--- config.mk ---
export PLATFORM = sky130hd
export DESIGN_NAME = rgb_to_hsv_pixel_core
export DESIGN_NICKNAME = d
export VERILOG_FILES = /design/src/rtl/rhsv_pkg.sv /design/src/rtl/rhsv_front.sv /design/src/rtl/rhsv_div.sv /design/src/rtl/rgb_to_hsv_pixel_core.sv
export VERILOG_INCLUDE_DIRS = /design/src /design/src/rtl
export SDC_FILE = /design/constraint.sdc
export NUM_CORES = 2
export LEC_CHECK = 0
export BUFFER_PORTS_ARGS = -buffer_cell sky130_fd_sc_hd__buf_4
export CAP_MARGIN = 20
export CORE_MARGIN = 2
export CORE_UTILIZATION = 45
export DETAILED_ROUTE_END_ITERATION = 8
export HOLD_SLACK_MARGIN = 0.03
export PLACE_DENSITY = 0.6
export SYNTH_ARGS = -nofsm -noshare
export SYNTH_HDL_FRONTEND = slang
export SYNTH_SLANG_ARGS = --single-unit
--- constraint.sdc ---
create_clock -name i_clk -period 12.4 [get_ports i_clk]
set_input_delay 0 -clock i_clk [delete_from_list [all_inputs] [get_ports i_clk]]
set_output_delay 0 -clock i_clk [all_outputs]
set_load 0.005 [all_outputs]
--- src/rtl/rgb_to_hsv_pixel_core_macros.svh ---
// ---------------------------------------------------------------------------
// rgb to hsv pixel core assertion macros
// shared property forms for the checks at the end of the top level
// ---------------------------------------------------------------------------
`ifndef RGB_TO_HSV_PIXEL_CORE_MACROS_SVH
`define RGB_TO_HSV_PIXEL_CORE_MACROS_SVH

// same-cycle implication, idle during reset
`define RHSV_ASSERT_IMPLY(label, clk, rst_n, pre, post) \
    label: assert property (@(posedge clk) disable iff (!(rst_n)) (pre) |-> (post)) \
        else $error("rhsv check failed: same-cycle implication");

// next-cycle implication, idle during reset
`define RHSV_ASSERT_NEXT(label, clk, rst_n, pre, post) \
    label: assert property (@(posedge clk) disable iff (!(rst_n)) (pre) |=> (post)) \
        else $error("rhsv check failed: next-cycle implication");

`endif

--- src/rtl/rhsv_pkg.sv ---
// ---------------------------------------------------------------------------
// rhsv_pkg
// types, constants and helpers shared by the rgb to hsv pixel core
// ---------------------------------------------------------------------------
package rhsv_pkg;

    localparam int CHAN_W    = 8;
    localparam int HUE_W     = 13;
    localparam int HUE_DVD_W = 18;   // 960 * 255 fits
    localparam int HUE_Q_W   = 10;   // quotient never exceeds 960
    localparam int SAT_DVD_W = 16;   // 255 * 255 fits
    localparam int SAT_Q_W   = 8;
    localparam int SUM_W     = 10;

    localparam logic [HUE_W-1:0] HUE_FULL_TURN = 13'd5760;
    localparam logic [HUE_W-1:0] HUE_OFS_RED   = 13'd0;
    localparam logic [HUE_W-1:0] HUE_OFS_GREEN = 13'd1920;
    localparam logic [HUE_W-1:0] HUE_OFS_BLUE  = 13'd3840;

    // floor(sum/3) == (sum*683) >> 11 for every sum up to 765
    localparam logic [SUM_W-1:0] MEAN_RECIP = 10'd683;
    localparam int               MEAN_SHIFT = 11;

    typedef enum logic [1:0] {
        SECT_RED,
        SECT_GREEN,
        SECT_BLUE
    } t_sector;

    // sideband carried through the hue divider
    typedef struct packed {
        t_sector                sector;
        logic                   neg;
        logic [CHAN_W-1:0]      mean;
        logic [CHAN_W-1:0]      bright;
        logic [SAT_DVD_W-1:0]   sat_dvd;
        logic [CHAN_W-1:0]      sat_dvs;
    } t_side;

    // front end result
    typedef struct packed {
        logic [HUE_DVD_W-1:0]   hue_dvd;
        logic [CHAN_W-1:0]      hue_dvs;
        t_side                  side;
    } t_front;

    // sideband carried through the saturation divider
    typedef struct packed {
        t_sector                sector;
        logic                   neg;
        logic [CHAN_W-1:0]      mean;
        logic [CHAN_W-1:0]      bright;
        logic [HUE_Q_W-1:0]     hue_q;
        logic                   hue_rnz;
    } t_sat_side;

    function automatic logic [HUE_W-1:0] hue_offset(input t_sector sector);
        logic [HUE_W-1:0] ofs;
        case (sector)
            SECT_RED:   ofs = HUE_OFS_RED;
            SECT_GREEN: ofs = HUE_OFS_GREEN;
            SECT_BLUE:  ofs = HUE_OFS_BLUE;
            default:    ofs = HUE_OFS_RED;
        endcase
        return ofs;
    endfunction

endpackage

--- src/rtl/rhsv_front.sv ---
// ---------------------------------------------------------------------------
// rhsv_front
// two-stage front end: channel max/min, sector, mean and divider operands
// ---------------------------------------------------------------------------
module rhsv_front import rhsv_pkg::*; (
    input  logic              i_clk,
    input  logic              i_rst_n,
    input  logic              i_valid,
    output logic              o_ready,
    input  logic [CHAN_W-1:0] i_red,
    input  logic [CHAN_W-1:0] i_green,
    input  logic [CHAN_W-1:0] i_blue,
    output logic              o_valid,
    input  logic              i_ready,
    output t_front            o_front
);

    // stage one registers
    logic              r1_vld;
    logic [CHAN_W-1:0] r1_bright, r1_min, r1_pos, r1_neg;
    t_sector           r1_sector;
    logic [SUM_W-1:0]  r1_sum;

    logic [CHAN_W-1:0] n1_bright, n1_min, n1_pos, n1_neg;
    t_sector           n1_sector;
    logic [SUM_W-1:0]  n1_sum;

    // stage two registers
    logic   r2_vld;
    t_front r2_front;
    t_front n2_front;

    logic w_rdy1, w_rdy2;

    logic [CHAN_W-1:0]       w_delta, w_mag;
    logic [2*SUM_W-1:0]      w_mean_prod;

    assign w_rdy2  = !r2_vld || i_ready;
    assign w_rdy1  = !r1_vld || w_rdy2;
    assign o_ready = w_rdy1;

    always_comb begin
        n1_bright = i_red;
        if (i_green > n1_bright) n1_bright = i_green;
        if (i_blue > n1_bright)  n1_bright = i_blue;
        n1_min = i_red;
        if (i_green < n1_min) n1_min = i_green;
        if (i_blue < n1_min)  n1_min = i_blue;
        // ties go to red, then green
        if (i_red >= i_green && i_red >= i_blue) begin
            n1_sector = SECT_RED;
            n1_pos    = i_green;
            n1_neg    = i_blue;
        end else if (i_green >= i_blue) begin
            n1_sector = SECT_GREEN;
            n1_pos    = i_blue;
            n1_neg    = i_red;
        end else begin
            n1_sector = SECT_BLUE;
            n1_pos    = i_red;
            n1_neg    = i_green;
        end
        n1_sum = SUM_W'(i_red) + SUM_W'(i_green) + SUM_W'(i_blue);
    end

    always_ff @(posedge i_clk) begin
        if (!i_rst_n) begin
            r1_vld <= 1'b0;
        end else if (w_rdy1) begin
            r1_vld <= i_valid;
        end
    end

    always_ff @(posedge i_clk) begin
        if (w_rdy1) begin
            r1_bright <= n1_bright;
            r1_min    <= n1_min;
            r1_pos    <= n1_pos;
            r1_neg    <= n1_neg;
            r1_sector <= n1_sector;
            r1_sum    <= n1_sum;
        end
    end

    assign w_delta     = r1_bright - r1_min;
    assign w_mean_prod = (2*SUM_W)'(r1_sum) * (2*SUM_W)'(MEAN_RECIP);

    always_comb begin
        if (r1_pos >= r1_neg) begin
            w_mag             = r1_pos - r1_neg;
            n2_front.side.neg = 1'b0;
        end else begin
            w_mag             = r1_neg - r1_pos;
            n2_front.side.neg = 1'b1;
        end
        // 960 = 1024 - 64, 255 = 256 - 1
        n2_front.hue_dvd = (HUE_DVD_W'(w_mag) << 10) - (HUE_DVD_W'(w_mag) << 6);
        // a zero divisor only meets a zero dividend, so 1 keeps the quotient at zero
        n2_front.hue_dvs = (w_delta == '0) ? CHAN_W'(1) : w_delta;
        n2_front.side.sector  = r1_sector;
        n2_front.side.mean    = w_mean_prod[MEAN_SHIFT +: CHAN_W];
        n2_front.side.bright  = r1_bright;
        n2_front.side.sat_dvd = (SAT_DVD_W'(w_delta) << 8) - SAT_DVD_W'(w_delta);
        n2_front.side.sat_dvs = (r1_bright == '0) ? CHAN_W'(1) : r1_bright;
    end

    always_ff @(posedge i_clk) begin
        if (!i_rst_n) begin
            r2_vld <= 1'b0;
        end else if (w_rdy2) begin
            r2_vld <= r1_vld;
        end
    end

    always_ff @(posedge i_clk) begin
        if (w_rdy2) begin
            r2_front <= n2_front;
        end
    end

    assign o_valid = r2_vld;
    assign o_front = r2_front;

endmodule

--- src/rtl/rhsv_div.sv ---
// ---------------------------------------------------------------------------
// rhsv_div
// pipelined restoring divider, one quotient bit per stage, with sideband
// ---------------------------------------------------------------------------
module rhsv_div import rhsv_pkg::*; #(
    parameter int DW = 18,
    parameter int VW = 8,
    parameter int QW = 10,
    parameter int SW = 1
) (
    input  logic          i_clk,
    input  logic          i_rst_n,
    input  logic          i_valid,
    output logic          o_ready,
    input  logic [DW-1:0] i_dividend,
    input  logic [VW-1:0] i_divisor,
    input  logic [SW-1:0] i_side,
    output logic          o_valid,
    input  logic          i_ready,
    output logic [QW-1:0] o_quotient,
    output logic          o_rem_nz,
    output logic [SW-1:0] o_side
);

    // working width holds both the remainder and the shifted divisor
    localparam int LW = (DW > VW + QW) ? DW : VW + QW;

    logic [QW-1:0] r_vld;
    logic [DW-1:0] r_rem  [QW];
    logic [VW-1:0] r_dvs  [QW];
    logic [QW-1:0] r_quo  [QW];
    logic [SW-1:0] r_side [QW];
    logic [QW-1:0] w_rdy;

    genvar gs;
    generate
        for (gs = 0; gs < QW; gs++) begin : g_stage
            localparam int J = QW - 1 - gs;

            logic          a_vld, a_nxt_rdy;
            logic [DW-1:0] a_rem;
            logic [VW-1:0] a_dvs;
            logic [QW-1:0] a_quo;
            logic [SW-1:0] a_side;
            logic [LW-1:0] w_rem_x, w_dsh;
            logic [DW-1:0] n_rem;
            logic [QW-1:0] n_quo;

            if (gs == 0) begin : g_first
                assign a_vld  = i_valid;
                assign a_rem  = i_dividend;
                assign a_dvs  = i_divisor;
                assign a_quo  = '0;
                assign a_side = i_side;
            end else begin : g_rest
                assign a_vld  = r_vld[gs-1];
                assign a_rem  = r_rem[gs-1];
                assign a_dvs  = r_dvs[gs-1];
                assign a_quo  = r_quo[gs-1];
                assign a_side = r_side[gs-1];
            end

            if (gs == QW - 1) begin : g_last
                assign a_nxt_rdy = i_ready;
            end else begin : g_mid
                assign a_nxt_rdy = w_rdy[gs+1];
            end

            assign w_rdy[gs] = !r_vld[gs] || a_nxt_rdy;

            assign w_rem_x = LW'(a_rem);
            assign w_dsh   = LW'(a_dvs) << J;

            always_comb begin
                if (w_rem_x >= w_dsh) begin
                    n_rem = DW'(w_rem_x - w_dsh);
                    n_quo = a_quo | (QW'(1) << J);
                end else begin
                    n_rem = a_rem;
                    n_quo = a_quo;
                end
            end

            always_ff @(posedge i_clk) begin
                if (!i_rst_n) begin
                    r_vld[gs] <= 1'b0;
                end else if (w_rdy[gs]) begin
                    r_vld[gs] <= a_vld;
                end
            end

            always_ff @(posedge i_clk) begin
                if (w_rdy[gs]) begin
                    r_rem[gs]  <= n_rem;
                    r_dvs[gs]  <= a_dvs;
                    r_quo[gs]  <= n_quo;
                    r_side[gs] <= a_side;
                end
            end
        end
    endgenerate

    assign o_ready    = w_rdy[0];
    assign o_valid    = r_vld[QW-1];
    assign o_quotient = r_quo[QW-1];
    assign o_rem_nz   = (r_rem[QW-1] != '0);
    assign o_side     = r_side[QW-1];

endmodule

--- src/rtl/rgb_to_hsv_pixel_core.sv ---
// ---------------------------------------------------------------------------
// rgb_to_hsv_pixel_core
// streaming rgb pixel to hue, saturation, value and channel mean
// ---------------------------------------------------------------------------
// one pixel beat in on the s_axis side, one result beat out on m_axis.
// an accepted input beat reaches m_axis through two front-end stages
// (max/min, then divider operands and mean), ten hue divider stages,
// eight saturation divider stages and the output register. throughput is
// one pixel per clock while m_axis_tready stays high; every stage holds
// its own valid bit, so the two dividers and the output register take a
// new beat each cycle as long as the next stage moves.
// when m_axis_tready is low the output register holds its beat and the
// stages behind it keep filling any empty slots before s_axis_tready
// drops; nothing is lost or repeated.
// reset clears all valid bits; the pipeline is empty and ready on the
// first cycle after reset. hue is in sixteenths of a degree (0..5759),
// saturation 0..255, value is the largest channel, mean is floor(sum/3).
// ---------------------------------------------------------------------------
`include "rgb_to_hsv_pixel_core_macros.svh"

module rgb_to_hsv_pixel_core import rhsv_pkg::*; (
    input  logic        i_clk,
    input  logic        i_rst_n,
    input  logic        s_axis_tvalid,
    output logic        s_axis_tready,
    input  logic [23:0] s_axis_tdata,   // red[7:0], green[15:8], blue[23:16]
    output logic        m_axis_tvalid,
    input  logic        m_axis_tready,
    output logic [39:0] m_axis_tdata    // hue[12:0], saturation[20:13],
                                        // brightness[28:21], mean_level[36:29], zero[39:37]
);

    logic      w_front_vld, w_front_rdy;
    t_front    w_front;
    logic      w_hue_vld, w_hue_rdy;
    logic [HUE_Q_W-1:0] w_hue_q;
    logic      w_hue_rnz;
    t_side     w_hue_side;
    t_sat_side w_sat_in;
    logic      w_sat_vld, w_out_rdy;
    logic [SAT_Q_W-1:0] w_sat_q;
    t_sat_side w_sat_side;

    logic              r_out_vld;
    logic [39:0]       r_out_data;
    logic [39:0]       n_out_data;
    logic [HUE_W-1:0]  w_ofs, w_step, n_hue;

    // output fields, for the checks
    logic [HUE_W-1:0]  w_hue_o;
    logic [CHAN_W-1:0] w_sat_o, w_val_o, w_mean_o;

    rhsv_front u_front (
        .i_clk   (i_clk),
        .i_rst_n (i_rst_n),
        .i_valid (s_axis_tvalid),
        .o_ready (s_axis_tready),
        .i_red   (s_axis_tdata[7:0]),
        .i_green (s_axis_tdata[15:8]),
        .i_blue  (s_axis_tdata[23:16]),
        .o_valid (w_front_vld),
        .i_ready (w_front_rdy),
        .o_front (w_front)
    );

    rhsv_div #(
        .DW (HUE_DVD_W),
        .VW (CHAN_W),
        .QW (HUE_Q_W),
        .SW ($bits(t_side))
    ) u_hue_div (
        .i_clk      (i_clk),
        .i_rst_n    (i_rst_n),
        .i_valid    (w_front_vld),
        .o_ready    (w_front_rdy),
        .i_dividend (w_front.hue_dvd),
        .i_divisor  (w_front.hue_dvs),
        .i_side     (w_front.side),
        .o_valid    (w_hue_vld),
        .i_ready    (w_hue_rdy),
        .o_quotient (w_hue_q),
        .o_rem_nz   (w_hue_rnz),
        .o_side     (w_hue_side)
    );

    always_comb begin
        w_sat_in.sector  = w_hue_side.sector;
        w_sat_in.neg     = w_hue_side.neg;
        w_sat_in.mean    = w_hue_side.mean;
        w_sat_in.bright  = w_hue_side.bright;
        w_sat_in.hue_q   = w_hue_q;
        w_sat_in.hue_rnz = w_hue_rnz;
    end

    rhsv_div #(
        .DW (SAT_DVD_W),
        .VW (CHAN_W),
        .QW (SAT_Q_W),
        .SW ($bits(t_sat_side))
    ) u_sat_div (
        .i_clk      (i_clk),
        .i_rst_n    (i_rst_n),
        .i_valid    (w_hue_vld),
        .o_ready    (w_hue_rdy),
        .i_dividend (w_hue_side.sat_dvd),
        .i_divisor  (w_hue_side.sat_dvs),
        .i_side     (w_sat_in),
        .o_valid    (w_sat_vld),
        .i_ready    (w_out_rdy),
        .o_quotient (w_sat_q),
        .o_rem_nz   (),
        .o_side     (w_sat_side)
    );

    // negative side takes the ceiling, so the hue is floored toward minus infinity
    assign w_ofs  = hue_offset(w_sat_side.sector);
    assign w_step = HUE_W'(w_sat_side.hue_q)
                  + HUE_W'(w_sat_side.neg & w_sat_side.hue_rnz);

    always_comb begin
        if (!w_sat_side.neg) begin
            n_hue = w_ofs + w_step;
        end else if (w_ofs >= w_step) begin
            n_hue = w_ofs - w_step;
        end else begin
            // red sector below zero wraps round the full turn
            n_hue = w_ofs + HUE_FULL_TURN - w_step;
        end
        n_out_data = {3'b000, w_sat_side.mean, w_sat_side.bright, w_sat_q, n_hue};
    end

    assign w_out_rdy = !r_out_vld || m_axis_tready;

    always_ff @(posedge i_clk) begin
        if (!i_rst_n) begin
            r_out_vld <= 1'b0;
        end else if (w_out_rdy) begin
            r_out_vld <= w_sat_vld;
        end
    end

    always_ff @(posedge i_clk) begin
        if (w_out_rdy) begin
            r_out_data <= n_out_data;
        end
    end

    assign m_axis_tvalid = r_out_vld;
    assign m_axis_tdata  = r_out_data;

    assign w_hue_o  = m_axis_tdata[12:0];
    assign w_sat_o  = m_axis_tdata[20:13];
    assign w_val_o  = m_axis_tdata[28:21];
    assign w_mean_o = m_axis_tdata[36:29];

    // a coloured hue always comes with non-zero saturation
    `RHSV_ASSERT_IMPLY(a_hue_sat, i_clk, i_rst_n, m_axis_tvalid && (w_hue_o != '0), w_sat_o != '0)
    // black pixel has neither hue nor saturation
    `RHSV_ASSERT_IMPLY(a_black_sat, i_clk, i_rst_n, m_axis_tvalid && (w_val_o == '0), w_sat_o == '0)
    `RHSV_ASSERT_IMPLY(a_black_hue, i_clk, i_rst_n, m_axis_tvalid && (w_val_o == '0), w_hue_o == '0)
    // mean never exceeds the largest channel
    `RHSV_ASSERT_IMPLY(a_mean, i_clk, i_rst_n, m_axis_tvalid, w_mean_o <= w_val_o)
    // a finished divider beat always lands in the output register
    `RHSV_ASSERT_NEXT(a_fill, i_clk, i_rst_n, w_sat_vld, m_axis_tvalid)

endmodule

; ---- Yosys cells after proc, flatten, opt, wreduce, memory -nomap -nowiden
; Memory sizes are Yosys's and may differ from the RTL's. A register that Yosys moved wholly into a read port is not among the register bits.
; Cells that the tools add are included.
[totals]
register_bits = 171
in_bits = 28
ramBits = 1286
mem_count = 8
out_inout_bits = 42
latch_bits = 0
rom_bits = 0
[mem_list]
columns = memory, depth, word_bits, rd, rd_clocked_by_memory_dff, wr, line_no
row1 = u_hue_div.r_side, 10, 43, 10, 0, 10, rhsv_div.sv:32  ; logic [SW-1:0] r_side [QW];
row2 = u_sat_div.r_side, 8, 30, 8, 0, 8, rhsv_div.sv:32
row3 = u_hue_div.r_rem, 10, 18, 10, 0, 10, rhsv_div.sv:29  ; logic [DW-1:0] r_rem [QW];
row4 = u_sat_div.r_rem, 8, 16, 7, 0, 8, rhsv_div.sv:29
row5 = u_hue_div.r_quo, 10, 10, 10, 0, 10, rhsv_div.sv:31  ; logic [QW-1:0] r_quo [QW];
row6 = u_hue_div.r_dvs, 10, 8, 9, 0, 10, rhsv_div.sv:30  ; logic [VW-1:0] r_dvs [QW];
row7 = +2 memories, -, -, -, -, -, -
[op_classes]
n_reduce_logical = 46
n_bitwise = 1
n_lt_le_gt_ge = 27
div_mod_pow = 0
n_mux = 86
n_mul = 1
n_addsub = 30
n_shift = 0
n_eq_ne = 2
[op_table]
columns = op, n
row1 = $mux 18, 10
row2 = $mux 16, 8
row3 = $mux 8, 11
row4 = $mux 1, 39
row5 = $sub 18x14->18, 2
row6 = $ge 8x8->1, 4
row7 = $sub 16x8->16, 2
row8 = $mux 13, 2
row9 = $sub 13x11->13, 2
row10 = $pmux 12 s2, 1
row11 = $sub 8x8->8, 3
row12 = $logic_not 1->1, 21
row13 = $logic_or 1x1->1, 21
row14 = $mul 10x10->19 const B, 1
row15 = $ge 18x10->1, 1
row16 = $ge 18x11->1, 1
row17 = $ge 18x12->1, 1
row18 = $ge 18x13->1, 1
row19 = $ge 18x14->1, 1
row20 = $ge 18x15->1, 1
row21 = $ge 18x16->1, 1
row22 = $ge 18x17->1, 1
row23 = $ge 18x8->1, 1
row24 = $ge 18x9->1, 1
row25 = other kinds (46), 56

; ---- Depth between registers and ports, before layout
[depth]
word_depth = 22
ltp_mapped = 23
ltp_nobuf = 20

; ---- Modules after synthesis
; From an unflattened synthesis, not the netlist that was laid out.
[unflattened]
cells_unflattened = 3779
hier_area_um2 = 58001.9
[modules_own_cells]
columns = module, seq_area_each_um2, cells_each, n_inst, area_per_inst_um2
row1 = rhsv_div at u_hue_div, 22331.4, 1646, 1, 28419.8
row2 = rhsv_div at u_sat_div, 13973.4, 1171, 1, 18655.4
row3 = rhsv_front, 3253.1, 728, 1, 8408.1
row4 = rgb_to_hsv_pixel_core, 1131.1, 234, 1, 2518.7

; ---- Worst setup path after synthesis
; Ideal clock, no wire load.
[synth_timing]
path_type = register to register
startpoint = register r_out_vld, in the netlist m_axis_tvalid
endpoint = memory u_hue_div.r_dvs[8][0], enable pin
slack_ps = 6518
n_path_buf = 1
stages_incl_launch_ff = 9
required_time_ps = 11962
setup_time_ps = 438
t_arrival_ps = 5445
cell_sequence = dfxtp_1 -> and3b_1 -> clkbuf_1 -> and3_1 -> nand2_1 -> nor2_1 -> inv_1 -> nor2_1 -> nand2_1
[synth_rtl]
columns = item, line_no
row1 = start: declaration, rgb_to_hsv_pixel_core.sv:44  ; logic r_out_vld;
row2 = start signal: assignment, rgb_to_hsv_pixel_core.sv:138  ; r_out_vld <= w_sat_vld;
row3 = end: declaration, rhsv_div.sv:30

==> summary.txt <==
crit path to = u_front.o_front[38]
setup violators final = 0
final-report hold violation count = 0
final clock skew = 15.12 ps
switching power = 5.675 mW
CTS root buf = clkbuf_16
Initial Utilization = 0.4526
Seq/Total Area, Yosys = 0.7104
Reg area = 39,040 um^2
die height = 353.4 um
Worst-Skew Late Latency = 720 ps
first-pass iteration count of the detailed router = 5
clock share of power = 0.212
setup TNS = 0 ps
pin count of the biggest net entering global routing = 76
routed vias/inst = 4.859
pwr dens = 289.9 nW/um^2
R2R setup slack = 7590 ps
Crit path buffers/inverters = 2
Final HPWL DP = 56.62 mm
CTS Buf Count = 135
Sw Share = 0.3142
Post-synth EDFFs = 1,286
FILL cells = 10,030
R2R Path End = u_front.o_front[38]
overall global routing resource usage = 0.1342
Sinks on Clock Net = 1,307
Core Footprint = 121,400 um^2
internal power = 12.39 mW
period utilisation layout = 0.3879
global-route wire length before repair = 137.8 mm
Worst-path clk slew = 60 ps
WP data arrival = 5280 ps
antenna cells = 0
CTS tree = done
Worst slew margin = 0.3527
Residual DRC = 0
Setup crit end kind = register
Main synth FF type = edfxtp_1
WL final = 81.21 mm
Comb pwr share = 0.345
flops & latches, synth = 1,307
startpoint types = register
Setup WS post-layout = 7590 ps
Top Ports = 70
RD Place Congestion = 0.8220
Post-Syn Instances = 3,606
CP startpoint = u_front.r1_sum[5]
final instance area = 62,300 um^2
DRT iter0 DRCs = 1,194
Max Clock Freq = 207.9 MHz
post-synth cell types = 81
worst hold slack = 193.9 ps
Crit Path Max Fanout = 4
status = complete, no violations
die area = 124,900 um^2
sequential share of power = 0.443
synthesized area per cell = 15.24 um^2
IO buf count = 66
RSZ-0062 raised after global routing = false
reg-to-reg startpoint = u_front.r1_sum[5]
CP Depth = 16
gr ovfl total = 0
worst-path cell chain = ha_1 > ha_1 > fa_1 > fa_1 > inv_1 > fa_1 > inv_1 > ha_1 > a21oi_1 > o211ai_1 > a31oi_1 > o21ai_0 > a41oi_1 > nand2b_1 > a21oi_1 > xnor2_1
Die Width = 353.4 um
async set or reset register ratio after synthesis = 0
fin crit period = 4810 ps
vias in the first global route = 27,960
# resized after CTS = 0
CP max stage cell = fa_1
Placed Area = 57,570 um^2
Ys Warns = 0
Final Slew Violations = 0
delay-heaviest family, CP = adder cells
postcts setup bufs = 0
peak supply drop = 0.2014 mV
fin util = 0.5132
Nets = 4,221
Max stage delay on crit path = 510 ps
Placement Rows = 128
initial antenna violation count = 0
Slew @ Worst Pin = 971.0 ps
synthesis-to-layout area growth = 13.38%
max_cap viols = 0
Crit Path Class = reg -> reg
Avg WL per Cell = 14.56 um
Hold Buf Count CTS = 45
Multi-input gate area = 14,340 um^2
Worst EP required = 12,870 ps
Via Count = 27,090
Setup WS pre-CTS = 7515 ps
antenna-violating nets left = 0
Pleak = 24.31 nW
Mapped Area = 54,950 um^2
CTS H-tree lvls = 4
fraction of layout cells with a size suffix above 1 = 0.09010
R2R depth = 16
Clock Tree Buf Depth = 3
hold crit path type = in -> reg
==> synthesized netlist by cell type (14+ instances only) <==
library cell / number / share of area
nor4_1: 24 / 0.0027
a21o_1: 44 / 0.0060
o31ai_1: 25 / 0.0034
dfxtp_1: 21 / 0.0077
xor2_1: 80 / 0.013
nand4_1: 27 / 0.0031
clkbuf_1: 32 / 0.0022
and3_1: 15 / 0.0017
a21boi_0: 34 / 0.0046
edfxtp_1: 1286 / 0.70
mux2i_1: 62 / 0.011
o21a_1: 35 / 0.0048
o21bai_1: 19 / 0.0026
nor2b_1: 54 / 0.0061
fa_1: 46 / 0.017
nand3_1: 42 / 0.0038
a31oi_1: 14 / 0.0016
ha_1: 304 / 0.069
nor3_1: 43 / 0.0039
inv_1: 386 / 0.026
and2_1: 19 / 0.0022
a21oi_1: 142 / 0.013
o21ai_0: 161 / 0.015
mux2_2: 31 / 0.0064
or3_1: 21 / 0.0024
xnor2_1: 110 / 0.018
nor2_1: 186 / 0.013
nand2b_1: 47 / 0.0054
nand2_1: 151 / 0.010
==> per-layer routing <==
layer  track usage  part of all wire
met1        0.1551              0.42
met2        0.2431              0.52
met3       0.02582             0.029
met4       0.05634             0.032
met5             0                 0
==> worst reg2reg max path, delay by kind of cell, from the launching register on <==
family	cells	cell delay [ps]
simple gates	1	130
compound gates	6	1300
fa+ha+maj	6	2480
buf+inv	2	90
xor+xnor	1	70
flops	1	490
==> cell families (layout without fill, tap and decap cells) <==
family | count (synthesis) | count (layout) | synth area share
fa+ha+maj | 350 | 350 | 0.08598
buf+inv | 429 | 772 | 0.02962
compound gates | 546 | 546 | 0.06221
simple gates | 689 | 689 | 0.06344
xor+xnor | 191 | 191 | 0.03058
other cells | 1 | 3 | 0.00006825
mux | 93 | 93 | 0.01765
flops | 1307 | 1307 | 0.7104
==> stage by stage <==
stage               total power, mW  cells
finish                        18.06   5576
global route                  19.61   5576
CTS                           18.30   5574
detailed placement            14.35   5284
global placement              14.23   5283
floorplan                     12.78   3608
==> power by group through the flow <==
stage          sequential, mW  clock (mW)  combinational (mW)
4_1_cts                  8.04        3.96                6.30
3_3_place_gp             8.06           0                6.17
2_1_floorplan            7.81           0                4.97
6_report                 8.01        3.82                6.23
3_5_place_dp             8.12           0                6.23
5_1_grt                  8.22        4.14                7.24
==> layout by cell type (no fill, tap or decap), types with 14 or more instances in the layout <==
master and count:
a21boi_0 34, nor4_1 24, clkbuf_16 136, clkbuf_1 34, mux2i_1 62, nand3_1 40
edfxtp_1 1286, o21a_1 35, nor2_1 186, ha_1 304, fa_1 46, inv_1 376
or3_1 21, dfxtp_1 21, nor3_1 43, xor2_1 80, o31ai_1 25, buf_4 94
and3_1 15, mux2_2 31, a21o_1 44, clkinv_1 30, nand2_1 144, nand4_1 27
a21oi_1 142, nand2b_1 46, xnor2_1 110, clkinv_2 16, nor2b_1 54, and2_1 19
a31oi_1 14, o21ai_0 161, o21bai_1 19, dlygate4sd3_1 45
==> sequential cells by signal, summed over array words and instances (netlist names), 2 cells and up <==
name                     cells
u_hue_div.r_side           430
u_sat_div.r_side           240
u_hue_div.r_rem            141
u_sat_div.r_rem            112
u_hue_div.r_dvs             72
u_front.o_front             63
u_sat_div.r_dvs             56
u_hue_div.r_quo             55
m_axis_tdata                37
u_sat_div.r_quo             36
u_front.r1_sum              10
u_hue_div.g_stage.a_vld      9
u_front.r1_bright            8
u_front.r1_min               8
u_front.r1_neg               8
u_front.r1_pos               8
u_sat_div.g_stage.a_vld      7
u_front.r1_sector            2
==> cell type report <==
class | count | share of cell area
repair buffers | 140 | 0.01888
clock inverters | 73 | 0.01121
flip-flops and latches | 1307 | 0.6266
well taps | 1625 | 0.03264
clock buffers | 172 | 0.05712
inverters | 387 | 0.02332
multi-input cells | 1872 | 0.2302
==> worst min path at each step <==
stage / from / depth (start not counted) / endpoint / slack, ps
floorplan: s_axis_tvalid / 2 / u_front.r1_vld / 140
global route: i_rst_n / 3 / u_sat_div.g_stage[4].a_vld / 170
CTS: i_rst_n / 3 / u_sat_div.g_stage[2].a_vld / 130
detailed placement: s_axis_tvalid / 3 / u_front.r1_vld / 240
finish: i_rst_n / 3 / u_sat_div.g_stage[2].a_vld / 190
global placement: s_axis_tvalid / 3 / u_front.r1_vld / 240
No activity file was read; power rests on OpenSTA's default activity.
